--- src/rtl/arfp_pkg.sv ---
// Package for the actuator reply frame parser: frame constants, status codes
// and the record types passed between the front, the back and the queues.
// No dependencies.
package arfp_pkg;

   localparam logic [7:0] HDR0          = 8'hAA;
   localparam logic [7:0] HDR1          = 8'h55;
   localparam logic [8:0] LEN_EXTRA     = 9'd4;
   localparam logic [8:0] FORCE_MIN_LEN = 9'd15;
   localparam logic [8:0] SHORT_MIN_LEN = 9'd11;

   localparam logic [8:0] OFS_HDR0  = 9'd0;
   localparam logic [8:0] OFS_HDR1  = 9'd1;
   localparam logic [8:0] OFS_LEN   = 9'd2;
   localparam logic [8:0] OFS_ID    = 9'd3;
   localparam logic [8:0] OFS_POS_L = 9'd9;
   localparam logic [8:0] OFS_POS_H = 9'd10;
   localparam logic [8:0] OFS_FRC_L = 9'd13;
   localparam logic [8:0] OFS_FRC_H = 9'd14;

   localparam logic signed [15:0] POS_RESET = 16'sd1000;

   localparam int SLOT_IDX_W = 3;
   localparam int ID_TABLE_W = 64;
   localparam int ID_COUNT_W = 4;

   // Configuration register indexes.
   localparam logic CSR_ID_COUNT = 1'b0;
   localparam logic CSR_ID_TABLE = 1'b1;

   typedef enum logic [1:0] {
      ST_OK      = 2'd0,
      ST_CSUM    = 2'd1,
      ST_UNKNOWN = 2'd2,
      ST_SHORT   = 2'd3
   } status_type;

   // One completed frame as the front hands it to the back.
   typedef struct packed {
      logic               sum_ok;
      logic [7:0]         reply_id;
      logic               is_short;
      logic               has_force;
      logic signed [15:0] position;
      logic signed [15:0] force_val;
   } frame_rec_type;

   typedef struct packed {
      status_type                status;
      logic [SLOT_IDX_W-1:0]     slot_index;
      logic signed [15:0]        position;
      logic signed [15:0]        force_res;
   } result_type;

endpackage

--- src/rtl/arfp_fifo.sv ---
// Small synchronous queue with registered storage, used between the front and
// the back and as the result queue. No dependencies.
module arfp_fifo #(
   parameter int WIDTH = 8,
   parameter int DEPTH = 2
) (
   input  logic             clock,
   input  logic             reset,
   input  logic             push,
   input  logic [WIDTH-1:0] push_data,
   output logic             full,
   input  logic             pop,
   output logic [WIDTH-1:0] pop_data,
   output logic             empty
);

   localparam int PW = (DEPTH > 1) ? $clog2(DEPTH) : 1;
   localparam int CW = $clog2(DEPTH + 1);

   logic [WIDTH-1:0] mem_ff [DEPTH];
   logic [PW-1:0]    wr_ptr_ff, wr_ptr_in;
   logic [PW-1:0]    rd_ptr_ff, rd_ptr_in;
   logic [CW-1:0]    count_ff, count_in;
   logic             do_push, do_pop;

   assign full     = (count_ff == CW'(DEPTH));
   assign empty    = (count_ff == '0);
   assign pop_data = mem_ff[rd_ptr_ff];
   assign do_push  = push && !full;
   assign do_pop   = pop && !empty;

   always_comb begin
      wr_ptr_in = wr_ptr_ff;
      rd_ptr_in = rd_ptr_ff;
      count_in  = count_ff;
      if (do_push) begin
         wr_ptr_in = (wr_ptr_ff == PW'(DEPTH - 1)) ? '0 : wr_ptr_ff + 1'b1;
      end
      if (do_pop) begin
         rd_ptr_in = (rd_ptr_ff == PW'(DEPTH - 1)) ? '0 : rd_ptr_ff + 1'b1;
      end
      if (do_push && !do_pop) begin
         count_in = count_ff + 1'b1;
      end else if (do_pop && !do_push) begin
         count_in = count_ff - 1'b1;
      end
   end

   always_ff @(posedge clock) begin
      if (reset) begin
         wr_ptr_ff <= '0;
         rd_ptr_ff <= '0;
         count_ff  <= '0;
      end else begin
         wr_ptr_ff <= wr_ptr_in;
         rd_ptr_ff <= rd_ptr_in;
         count_ff  <= count_in;
      end
   end

   always_ff @(posedge clock) begin
      if (do_push) begin
         mem_ff[wr_ptr_ff] <= push_data;
      end
   end

endmodule

--- src/rtl/arfp_front.sv ---
// Front of the parser: tracks the byte offset, checks the header, keeps the
// running checksum and captures id, position and force. Uses arfp_pkg.
module arfp_front (
   input  logic                   clock,
   input  logic                   reset,
   input  logic                   accept,
   input  logic [7:0]             rx_byte,
   input  logic                   start_of_burst,
   output logic                   rec_push,
   output arfp_pkg::frame_rec_type rec
);
   import arfp_pkg::*;

   logic [8:0]  offset_ff, offset_in;
   logic        hunting_ff, hunting_in;
   logic [8:0]  length_ff, length_in;
   logic [7:0]  id_ff, id_in;
   logic [7:0]  sum_ff, sum_in;
   logic [15:0] pos_ff, pos_in;
   logic [15:0] frc_ff, frc_in;
   logic [8:0]  offset_cur;
   logic        active;

   assign offset_cur = start_of_burst ? '0 : offset_ff;
   assign active     = start_of_burst || !hunting_ff;

   always_comb begin
      offset_in  = offset_ff;
      hunting_in = hunting_ff;
      length_in  = length_ff;
      id_in      = id_ff;
      sum_in     = sum_ff;
      pos_in     = pos_ff;
      frc_in     = frc_ff;
      rec_push   = 1'b0;
      if (accept && active) begin
         hunting_in = 1'b0;
         offset_in  = offset_cur + 1'b1;
         priority if (offset_cur == OFS_HDR0) begin
            if (rx_byte != HDR0) hunting_in = 1'b1;
         end else if (offset_cur == OFS_HDR1) begin
            if (rx_byte != HDR1) hunting_in = 1'b1;
         end else if (offset_cur == OFS_LEN) begin
            length_in = {1'b0, rx_byte} + LEN_EXTRA;
            sum_in    = rx_byte;
         end else if (offset_cur < length_ff) begin
            sum_in = sum_ff + rx_byte;
            if (offset_cur == OFS_ID)    id_in         = rx_byte;
            if (offset_cur == OFS_POS_L) pos_in[7:0]   = rx_byte;
            if (offset_cur == OFS_POS_H) pos_in[15:8]  = rx_byte;
            if (offset_cur == OFS_FRC_L) frc_in[7:0]   = rx_byte;
            if (offset_cur == OFS_FRC_H) frc_in[15:8]  = rx_byte;
         end else begin
            // Checksum byte closes the frame.
            hunting_in = 1'b1;
            rec_push   = 1'b1;
         end
      end
   end

   always_comb begin
      rec.sum_ok    = (rx_byte == sum_ff);
      rec.reply_id  = id_ff;
      rec.is_short  = (length_ff < SHORT_MIN_LEN);
      rec.has_force = (length_ff >= FORCE_MIN_LEN);
      rec.position  = pos_ff;
      rec.force_val = frc_ff;
   end

   always_ff @(posedge clock) begin
      if (reset) begin
         offset_ff  <= '0;
         hunting_ff <= 1'b1;
         length_ff  <= '0;
         id_ff      <= '0;
         sum_ff     <= '0;
         pos_ff     <= '0;
         frc_ff     <= '0;
      end else begin
         offset_ff  <= offset_in;
         hunting_ff <= hunting_in;
         length_ff  <= length_in;
         id_ff      <= id_in;
         sum_ff     <= sum_in;
         pos_ff     <= pos_in;
         frc_ff     <= frc_in;
      end
   end

endmodule

--- src/rtl/arfp_back.sv ---
// Back of the parser: looks the frame's id up in the id table, updates the
// per-slot position and force, and forms the result. Uses arfp_pkg.
module arfp_back #(
   parameter int MAX_SLOTS = 8
) (
   input  logic                              clock,
   input  logic                              reset,
   input  logic                              rec_valid,
   input  arfp_pkg::frame_rec_type           rec,
   output logic                              rec_pop,
   input  logic                              res_full,
   output logic                              res_push,
   output arfp_pkg::result_type              res,
   input  logic [arfp_pkg::ID_COUNT_W-1:0]   id_count,
   input  logic [arfp_pkg::ID_TABLE_W-1:0]   id_table
);
   import arfp_pkg::*;

   localparam int SIDX_W = (MAX_SLOTS > 1) ? $clog2(MAX_SLOTS) : 1;

   logic signed [15:0] slot_pos_ff [MAX_SLOTS];
   logic signed [15:0] slot_frc_ff [MAX_SLOTS];
   logic               hit;
   logic [SIDX_W-1:0]  hit_idx;
   logic               do_update;

   assign rec_pop  = rec_valid && !res_full;
   assign res_push = rec_pop;

   // Walk from the top slot down so that the lowest matching slot wins.
   always_comb begin
      hit     = 1'b0;
      hit_idx = '0;
      for (int k = MAX_SLOTS - 1; k >= 0; k--) begin
         if ((ID_COUNT_W'(k) < id_count) && (id_table[8*k +: 8] == rec.reply_id)) begin
            hit     = 1'b1;
            hit_idx = SIDX_W'(k);
         end
      end
   end

   always_comb begin
      res.status     = ST_OK;
      res.slot_index = '0;
      res.position   = '0;
      res.force_res  = '0;
      do_update      = 1'b0;
      priority if (!rec.sum_ok) begin
         res.status = ST_CSUM;
      end else if (!hit) begin
         res.status = ST_UNKNOWN;
      end else if (rec.is_short) begin
         res.status = ST_SHORT;
      end else begin
         do_update      = rec_pop;
         res.slot_index = SLOT_IDX_W'(hit_idx);
         res.position   = rec.position;
         res.force_res  = rec.has_force ? rec.force_val : slot_frc_ff[hit_idx];
      end
   end

   always_ff @(posedge clock) begin
      if (reset) begin
         for (int k = 0; k < MAX_SLOTS; k++) begin
            slot_pos_ff[k] <= POS_RESET;
            slot_frc_ff[k] <= '0;
         end
      end else if (do_update) begin
         slot_pos_ff[hit_idx] <= rec.position;
         if (rec.has_force) begin
            slot_frc_ff[hit_idx] <= rec.force_val;
         end
      end
   end

endmodule

--- src/rtl/actuator_reply_frame_parser_top.sv ---
// Actuator reply frame parser, top level. Accepts one reply byte per clock and
// stalls (full) only when the two-entry frame queue between the byte front and
// the slot back is full, which happens only after the result queue has filled.
// From its accepted checksum byte, a result is registered in the frame queue
// and then in the result queue. Configuration is taken at any cycle (csr_ready
// is always high). Uses arfp_pkg, arfp_fifo, arfp_front and arfp_back.
module actuator_reply_frame_parser_top #(
   parameter int MAX_SLOTS = 8
) (
   input  logic               clock,
   input  logic               reset,
   input  logic               push,
   output logic               full,
   input  logic [7:0]         req_rx_byte,
   input  logic               req_start_of_burst,
   output logic               empty,
   input  logic               pop,
   output logic [1:0]         rsp_status,
   output logic [2:0]         rsp_slot_index,
   output logic signed [15:0] rsp_position,
   output logic signed [15:0] rsp_force_res,
   input  logic               csr_valid,
   output logic               csr_ready,
   input  logic               csr_index,
   input  logic [63:0]        csr_data
);
   import arfp_pkg::*;

   localparam int REC_W = $bits(frame_rec_type);
   localparam int RES_W = $bits(result_type);
   localparam int QUEUE_DEPTH = 2;

   logic [ID_COUNT_W-1:0] id_count_ff, id_count_in;
   logic [ID_TABLE_W-1:0] id_table_ff, id_table_in;

   logic          accept;
   logic          rec_push, rec_full, rec_empty, rec_pop;
   frame_rec_type rec_new, rec_head;
   logic          res_push, res_full;
   result_type    res_new, res_head;

   assign csr_ready = 1'b1;
   assign full      = rec_full;
   assign accept    = push && !rec_full;

   always_comb begin
      id_count_in = id_count_ff;
      id_table_in = id_table_ff;
      if (csr_valid && csr_ready) begin
         unique case (csr_index)
            CSR_ID_COUNT: id_count_in = csr_data[ID_COUNT_W-1:0];
            CSR_ID_TABLE: id_table_in = csr_data;
            default: ;
         endcase
      end
   end

   always_ff @(posedge clock) begin
      if (reset) begin
         id_count_ff <= ID_COUNT_W'(1);
         id_table_ff <= ID_TABLE_W'(1);
      end else begin
         id_count_ff <= id_count_in;
         id_table_ff <= id_table_in;
      end
   end

   arfp_front u_front (
      .clock          (clock),
      .reset          (reset),
      .accept         (accept),
      .rx_byte        (req_rx_byte),
      .start_of_burst (req_start_of_burst),
      .rec_push       (rec_push),
      .rec            (rec_new)
   );

   arfp_fifo #(.WIDTH(REC_W), .DEPTH(QUEUE_DEPTH)) u_rec_q (
      .clock     (clock),
      .reset     (reset),
      .push      (rec_push),
      .push_data (rec_new),
      .full      (rec_full),
      .pop       (rec_pop),
      .pop_data  (rec_head),
      .empty     (rec_empty)
   );

   arfp_back #(.MAX_SLOTS(MAX_SLOTS)) u_back (
      .clock     (clock),
      .reset     (reset),
      .rec_valid (!rec_empty),
      .rec       (rec_head),
      .rec_pop   (rec_pop),
      .res_full  (res_full),
      .res_push  (res_push),
      .res       (res_new),
      .id_count  (id_count_ff),
      .id_table  (id_table_ff)
   );

   arfp_fifo #(.WIDTH(RES_W), .DEPTH(QUEUE_DEPTH)) u_res_q (
      .clock     (clock),
      .reset     (reset),
      .push      (res_push),
      .push_data (res_new),
      .full      (res_full),
      .pop       (pop),
      .pop_data  (res_head),
      .empty     (empty)
   );

   assign rsp_status     = res_head.status;
   assign rsp_slot_index = res_head.slot_index;
   assign rsp_position   = res_head.position;
   assign rsp_force_res  = res_head.force_res;

   // A closed frame never meets a full frame queue: the front only takes
   // bytes while the queue has room.
   a_rec_room: assert property (@(posedge clock) disable iff (reset)
      rec_push |-> !rec_full) else $error("frame record pushed into full queue");

   a_res_room: assert property (@(posedge clock) disable iff (reset)
      res_push |-> !res_full) else $error("result pushed into full queue");

   a_reset_empty: assert property (@(posedge clock)
      reset |=> empty) else $error("result queue not empty after reset");

   // A failed frame reports neither a slot nor stored values.
   a_fail_zero: assert property (@(posedge clock) disable iff (reset)
      (!empty && rsp_status != ST_OK) |->
         (rsp_slot_index == '0 && rsp_position == '0 && rsp_force_res == '0))
      else $error("failed frame carries slot data");

endmodule

--- config.mk ---
export PLATFORM = sky130hd
export DESIGN_NAME = actuator_reply_frame_parser_top
export DESIGN_NICKNAME = d
export VERILOG_FILES = /design/src/rtl/arfp_pkg.sv /design/src/rtl/arfp_fifo.sv /design/src/rtl/arfp_front.sv /design/src/rtl/arfp_back.sv /design/src/rtl/actuator_reply_frame_parser_top.sv
export SDC_FILE = /design/constraint.sdc
export NUM_CORES = 1
export LEC_CHECK = 0
export BUFFER_PORTS_ARGS = -buffer_cell sky130_fd_sc_hd__buf_2
export CORE_ASPECT_RATIO = 0.9
export CORE_UTILIZATION = 53
export DETAILED_ROUTE_END_ITERATION = 7
export GPL_TIMING_DRIVEN = 0
export PLACE_DENSITY = 0.71
export SYNTH_ARGS = -nofsm -noshare
export SYNTH_HDL_FRONTEND = slang
export SYNTH_SLANG_ARGS = --single-unit
--- constraint.sdc ---
create_clock -name clock -period 12.71 [get_ports clock]
set_input_delay 1.9065 -clock clock [delete_from_list [all_inputs] [get_ports clock]]
set_output_delay 1.9065 -clock clock [all_outputs]
set_load 0.005 [all_outputs]
==> summary.md, run 1 <==
| Metric | Value |
|---|---|
| Total gr overflow | `0` |
| Hpwl dp | `30480 µm` |
| CTS clock-pin slew for the worst setup and hold paths | `0.06 ns` |
| Most used DFF post-synth | `edfxtp_1` |
| Most frequent cells in the layout | `edfxtp_1 (288), nor2_1 (252), nand2_1 (165), dfxtp_1 (145), buf_2 (125)` |
| Diodes inserted | `0` |
| Hold Buf Count CTS | `0` |
| Min Tclk post-route | `5.451 ns` |
| CP startpoint kind | `flop` |
| Synth cell types | `70` |
| Syn Nets | `1714` |
| Synthesized instance count | `1610` |
| Antenna violations before repair | `0` |
| Max_slew headroom | `8.113%` |
| Total wire length | `43770 µm` |
| Maxcap violations | `0` |
| Clk_skew | `0.02757 ns` |
| Wirelength per Cell | `19.27 µm` |
| Area leader, netlist | `edfxtp_1` |
| Total CTS buffers | `44` |
| Layout area overhead | `14.23%` |
| Syn_area_per_cell | `11.60 µm²` |
| Data arrival, critical path | `5.56 ns` |
| Placed Area | `19950 µm²` |
| Via Count | `12850` |
| Ys async rst share | `0%` |
| RD Place Congestion | `0.8784` |
| Hold WC Path Type | `reg2reg` |
| Number of enable flip-flop cells after synthesis | `288` |
| DR top layer | `met4` |
| # IOs | `119` |
| Ys Warns | `0` |
| Power, Total | `3.459 mW` |
| Setup Crit Path Kind | `reg2reg` |
| Post-CTS Setup Inserts | `0` |
| Fin crit share | `42.89%` |
| Setup-failing EPs final | `0` |
| CP endpoint kind | `flop` |
| Fin Setup TNS | `0 ns` |
| RSZ-0062 raised after global routing | `no` |
| Final Hold Fails | `0` |
| Metal-1 WL | `19560 µm` |
| Static leakage | `7.473 nW` |
| Gr usage total | `24.89%` |
| Fin nets | `1881` |
| Most common cell after layout, fill and taps aside | `edfxtp_1` |
| WP data required | `12.82 ns` |
| Root buf cell | `clkbuf_16` |
| DRC | `0` |
| Max clock buf depth | `3` |
| Worst vdd ir | `0.1315 mV` |
| Chip width | `199.9 µm` |
| H-tree levels | `2` |
| Worst Path Max Fanout | `16` |
| Mapped cell area | `18680 µm²` |
| First-pass GRT wire length | `69340 µm` |
| Yosys top cell area share | `46.30%` |
| Routed vias/inst | `5.657` |
| Die H | `180.1 µm` |
| Max Freq | `0.1834 GHz` |
| Met2 wire len | `20600 µm` |
| Clock Sinks | `433` |
| Max-slew violation count | `0` |
| Reg-to-reg slack, setup | `7.26 ns` |
| PwrDens | `162.1 nW/µm²` |
| Worst hold slack | `0.4441 ns` |
| Layout cells sized above 1 | `14.31%` |
| Synth top area cells | `edfxtp_1 (46%), dfxtp_1 (16%), nor2_1 (5.1%), mux2i_1 (4.2%), xnor2_1 (3.3%)` |
| # resized after CTS | `0` |
| 1st-iter DRT viols | `1083` |
| Core box area | `34350 µm²` |
| Starting Density | `54.37%` |
| Met3 WL | `2869 µm` |
| Outcome | `complete, no violations` |
| Die Area | `36000 µm²` |
| Row count | `64` |
| Number of global-route vias before repair | `12770` |
| Final Instance Area | `21340 µm²` |
| 1st-pass router iterations | `5` |
| CTS tree | `built` |
| PortBufs | `116` |
| Worst slew pin tran | `1.367 ns` |
| Largest net degree at the start of global routing | `36` |
| Synthesized flop and latch total | `433` |
| DRT antenna net count | `0` |
| Sequential area share after synthesis | `61.84%` |
| Clock latency on the worst-skew pair | `0.57 ns` |
registers in the layout, indices dropped and copies added, names as in the netlist, named ones only:
register / cells
u_front.frc_ff: 16
u_res_q.rd_ptr_ff: 1
u_res_q.count_ff: 2
u_rec_q.mem_ff: 86
u_rec_q.count_ff: 2
u_front.offset_ff: 9
u_rec_q.rd_ptr_ff: 1
u_res_q.wr_ptr_ff: 1
u_front.hunting_ff: 1
id_count_ff: 4
u_front.length_ff: 9
u_rec_q.wr_ptr_ff: 1
id_table_ff: 64
u_front.sum_ff: 8
u_back.slot_frc_ff: 128
u_front.id_ff: 8
u_res_q.mem_ff: 74
u_front.pos_ff: 16
synth_stat cells (16+ instances only):
master / count
mux2i_1: 78
clkbuf_1: 71
ha_1: 24
nand3_1: 22
nand2_1: 165
inv_1: 29
o22ai_1: 47
mux2_2: 39
a21oi_1: 97
nor3_1: 20
o21ai_0: 26
a211oi_1: 31
nor2_1: 254
a21boi_0: 17
edfxtp_1: 288
nor2b_1: 16
dfxtp_1: 145
xnor2_1: 71
final cells by class:
type / count / area [µm²]
Fill cell: 2676 / 13020
Sequential cell: 433 / 11550
Multi-Input combinational cell: 1061 / 6710
Clock buffer: 61 / 1200
Timing Repair Buffer: 121 / 675.6
Tap cell: 462 / 578.1
Buffer: 86 / 345.3
Clock inverter: 18 / 163.9
Inverter: 30 / 112.6
critical path, cell delays in order (launching register included):
cell	delay (ns)
dfxtp_1	0.38
mux2i_2	0.89
xnor2_1	0.23
nor2_1	0.07
nand4_1	0.14
clkbuf_1	0.38
nand4_1	0.41
o311ai_2	0.87
nor3_4	0.16
nand3_1	0.35
clkbuf_1	0.47
nand2_1	0.64
path summary, 6_finish.rpt:
path | startpoint | end | cells past startpoint
setup / recovery | flop | u_back.slot_frc_ff[1][2] | 11
hold / removal | u_front.id_ff[5] | u_rec_q.mem_ff[0][39] | 0
setup reg to reg | flop | u_back.slot_frc_ff[1][2] | 11
hold reg to reg | u_front.id_ff[5] | u_rec_q.mem_ff[0][39] | 0
metrics by stage:
step | worst slack, ns | std cells | utilization, %
5_1_grt | 6.909 | 2272 | 62.11
6_report | 7.259 | 2272 | 62.11
3_5_place_dp | 6.963 | 2192 | 58.07
3_3_place_gp | 4.699 | 2188 | 57.74
4_1_cts | 7.255 | 2271 | 62.04
2_1_floorplan | 6.505 | 1610 | -
routing by layer:
layer  vias to the layer above  global-route usage, %
met4                         0                  5.924
met3                        69                  2.976
met1                      6155                  36.21
li1                       6161                      -
met5                         -                      0
met2                       467                  39.85
logic make-up (layout without fill, tap and decap cells):
| logic type | count (synthesis) | count (layout) | synth area share, % |
|---|---|---|---|
| AOI/OAI and AO/OA | 281 | 281 | 9.800 |
| buffers and inverters | 116 | 316 | 2.452 |
| DFF | 433 | 433 | 61.84 |
| xor gates and xnor gates | 80 | 80 | 3.751 |
| adders and majority gates | 25 | 25 | 1.715 |
| muxes | 125 | 125 | 7.449 |
| other | 1 | 1 | 0.02008 |
| and+or+nand+nor | 549 | 549 | 12.97 |
report_power, final:
group | switching [mW] | internal, mW
clock | 0.533 | 0.687
combinational | 0.337 | 0.241
sequential | 0.0371 | 1.62
total | 0.907 | 2.55
No activity file was read; power rests on OpenSTA's default activity.
==> run 2: changes to the inputs <==
Settings changed: ABC_AREA set to 1.
Clock period 12.71 ns to 5.5 ns, I/O delays scaled along.
==> summary.md, run 2 <==
| Metric | Value |
|---|---|
| RD Place Congestion | `0.8721 (-0.72%)` |
| Synthesized instance count | `2031 (+26%)` |
| Biggest register | `u_back.slot_frc_ff` |
| CTS clock-pin slew for the worst setup and hold paths | `0.06 ns (about the same)` |
| Layout area overhead | `14.36%` |
| Layout cells sized above 1 | `13.84% (-0.47 points)` |
| Clk_skew | `0.01360 ns (-0.01397 ns)` |
| Worst slew pin tran | `1.065 ns (-0.3022 ns)` |
| Max-slew violation count | `0 (unchanged)` |
| Max clock buf depth | `3 (unchanged)` |
| Sequential area share after synthesis | `59.49% (-2.4 points)` |
| Post-CTS Setup Inserts | `0 (unchanged)` |
| Fin crit share | `71.53% (+29 points)` |
| Routed vias/inst | `5.428 (-4.0%)` |
| Synthesized flop and latch total | `433 (unchanged)` |
| Die H | `183.6 µm (+1.9%)` |
| Synth top area cells | `edfxtp_1 (45%), dfxtp_1 (15%), nand2_1 (7.1%), nor2_1 (5.8%), nand3_1 (4.4%)` |
| Number of enable flip-flop cells after synthesis | `288 (unchanged)` |
| DP Cell Count | `2626 (+20%)` |
| Ys async rst share | `0% (unchanged)` |
| Largest regs | `u_back.slot_frc_ff x128, u_rec_q.mem_ff x86, u_res_q.mem_ff x74` |
| Antenna violations before repair | `0 (unchanged)` |
| Worst vdd ir | `0.2238 mV (+70%)` |
| Data arrival, critical path | `4.12 ns (-1.44 ns)` |
| Static leakage | `8.774 nW (+17%)` |
| Fin nets | `2301 (+22%)` |
| DRC | `0 (unchanged)` |
| Root buf cell | `clkbuf_16` |
| Fin Setup TNS | `0 ns (unchanged)` |
| Layout Cells excl Fill | `2709 (+19%)` |
| Total CTS buffers | `45 (+2.3%)` |
| Syn_area_per_cell | `9.560 µm² (-18%)` |
| 1st-iter DRT viols | `1208 (+12%)` |
| Dpl ws | `1.584 ns (-5.380 ns)` |
| # IOs | `119 (unchanged)` |
| CTS tree | `built` |
| 1st-pass router iterations | `5 (unchanged)` |
| PortBufs | `115 (-0.86%)` |
| DRT antenna net count | `0 (unchanged)` |
| Clock Sinks | `433 (unchanged)` |
| Max_slew headroom | `26.98% (+19 points)` |
| Number of global-route vias before repair | `13970 (+9.4%)` |
| Setup-failing EPs final | `0 (unchanged)` |
| Gr usage total | `25.35% (+0.45 points)` |
| PwrDens | `391.5 nW/µm² (+140%)` |
| Hold Buf Count CTS | `0 (unchanged)` |
| CP endpoint kind | `flop` |
| Area leader, netlist | `edfxtp_1` |
| Final Hold Fails | `0 (unchanged)` |
| Row count | `66 (+3.1%)` |
| Outcome | `complete, no violations` |
| Wirelength per Cell | `17.43 µm (-9.5%)` |
| Max FFs per register | `128 (unchanged)` |
| # resized after CTS | `0 (unchanged)` |
| Clock latency on the worst-skew pair | `0.57 ns (about the same)` |
| Worst Path Max Fanout | `16 (unchanged)` |
| Final WS setup | `1.566 ns (-5.693 ns)` |
| Chip width | `203.8 µm (+1.9%)` |
| Power, Total | `8.693 mW (+150%)` |
| Max Freq | `0.2542 GHz (+39%)` |
| Yosys top cell area share | `44.54% (-1.8 points)` |
| Hpwl dp | `33670 µm (+10%)` |
| CP startpoint kind | `flop` |
| Diodes inserted | `0 (unchanged)` |
| Most common cell in the netlist | `nand2_1` |
| H-tree levels | `2 (unchanged)` |
| Worst hold slack | `0.4497 ns (+0.005615 ns)` |
| Setup Crit Path Kind | `reg2reg` |
| Most common cell after layout, fill and taps aside | `nand2_1` |
| Ys Warns | `0 (unchanged)` |
| Synth cell types | `47 (-33%)` |
| Total wire length | `47230 µm (+7.9%)` |
| WP data required | `5.69 ns (-7.13 ns)` |
| Hold WC Path Type | `reg2reg` |
| Starting Density | `53.80% (-0.57 points)` |
| Via Count | `14710 (+14%)` |
| Most instantiated cells after synthesis | `nand2_1 (365), nor2_1 (298), edfxtp_1 (288), nand3_1 (169), inv_1 (158)` |
| Most frequent cells in the layout | `nand2_1 (365), nor2_1 (294), edfxtp_1 (288), nand3_1 (169), inv_1 (158)` |
| RSZ-0062 raised after global routing | `no` |
| Die Area | `37410 µm² (+3.9%)` |
| Min Tclk post-route | `3.934 ns (-1.517 ns)` |
| Mapped cell area | `19420 µm² (+4.0%)` |
| First-pass GRT wire length | `73690 µm (+6.3%)` |
| Syn Nets | `2135 (+25%)` |
| Total gr overflow | `0 (unchanged)` |
| Largest net degree at the start of global routing | `34 (-5.6%)` |
| Maxcap violations | `0 (unchanged)` |
| Most used DFF post-synth | `edfxtp_1` |
| Core box area | `36090 µm² (+5.0%)` |
## run 2: cell count changes after synthesis, moves of 51 or more
cell     previous run  this run
nand2_1           165       365
a21oi_1            97       148
xnor2_1            71         9
mux2i_1            78        19
o21ai_0            26       134
inv_1              29       158
nand3_1            22       169
## run 2: path summary, 6_finish.rpt
path / slack (ns) / start / endpoint / cells after the start
max: 1.57 / flop / u_back.slot_frc_ff[4][9] / 17
min: 0.45 / u_front.frc_ff[0] / u_rec_q.mem_ff[1][0] / 0
max reg2reg: 1.57 / flop / u_back.slot_frc_ff[4][9] / 17
min reg2reg: 0.45 / u_front.frc_ff[0] / u_rec_q.mem_ff[1][0] / 0
## run 2: worst max-delay path, cell delays in order, from the launching register on
cell and delay (ns):
dfxtp_1 0.46, buf_6 0.19, buf_6 0.18, nand2_1 0.07, nand2_1 0.23, nor2_1 0.07, nor4_1 0.28, nand3_1 0.15
nand2_1 0.12, nor2_1 0.07, nand2_2 0.11, nand2_2 0.10, nor2_8 0.19, nand4_4 0.21, nor2_4 0.20, nand2_4 0.11
buf_6 0.17, nand2_1 0.60
## run 2: layout make-up
type,instances,area [µm²]
buffer,97,489.2
clock buffer,58,1280
clock inverter,25,227.7
fill,2921,13880
inverter,167,626.9
multi-input combinational,1334,6779
sequential,433,11550
tap,476,595.6
timing repair buffer,119,655.6
## run 2: cells by family after synthesis
family,after synthesis,synth area share (%)
xor+xnor,31,1.398
mux,56,3.125
flops,433,59.49
simple gates,914,20.42
fa+ha+maj,25,1.650
compound gates,307,8.145
buf+inv,264,5.748
other cells,1,0.01931
## run 2: stage by stage
step / cell area, µm² / utilization (%)
CTS: 22210 / 61.53
detailed placement: 20700 / 57.35
finish: 22210 / 61.53
global route: 22210 / 61.53
floorplan: 19420 / -
global placement: 20590 / 57.05
## run 2: routing by layer
| metal | GRT usage (%) | part of all wire [%] | up-vias |
|---|---|---|---|
| li1 | - | - | 7167 |
| met1 | 34.96 | 44 | 6952 |
| met2 | 41.02 | 47 | 509 |
| met3 | 4.201 | 6.5 | 77 |
| met4 | 7.759 | 2.4 | 0 |
| met5 | 0 | 0 | - |
## run 2: power by group
group,switching (mW),total (mW),internal [mW],leakage (nW)
Combinational,1.18,1.78,0.602,4.02
Clock,1.29,3.05,1.75,0.731
Sequential,0.0921,3.87,3.77,4.03
Total,2.56,8.69,6.13,8.77
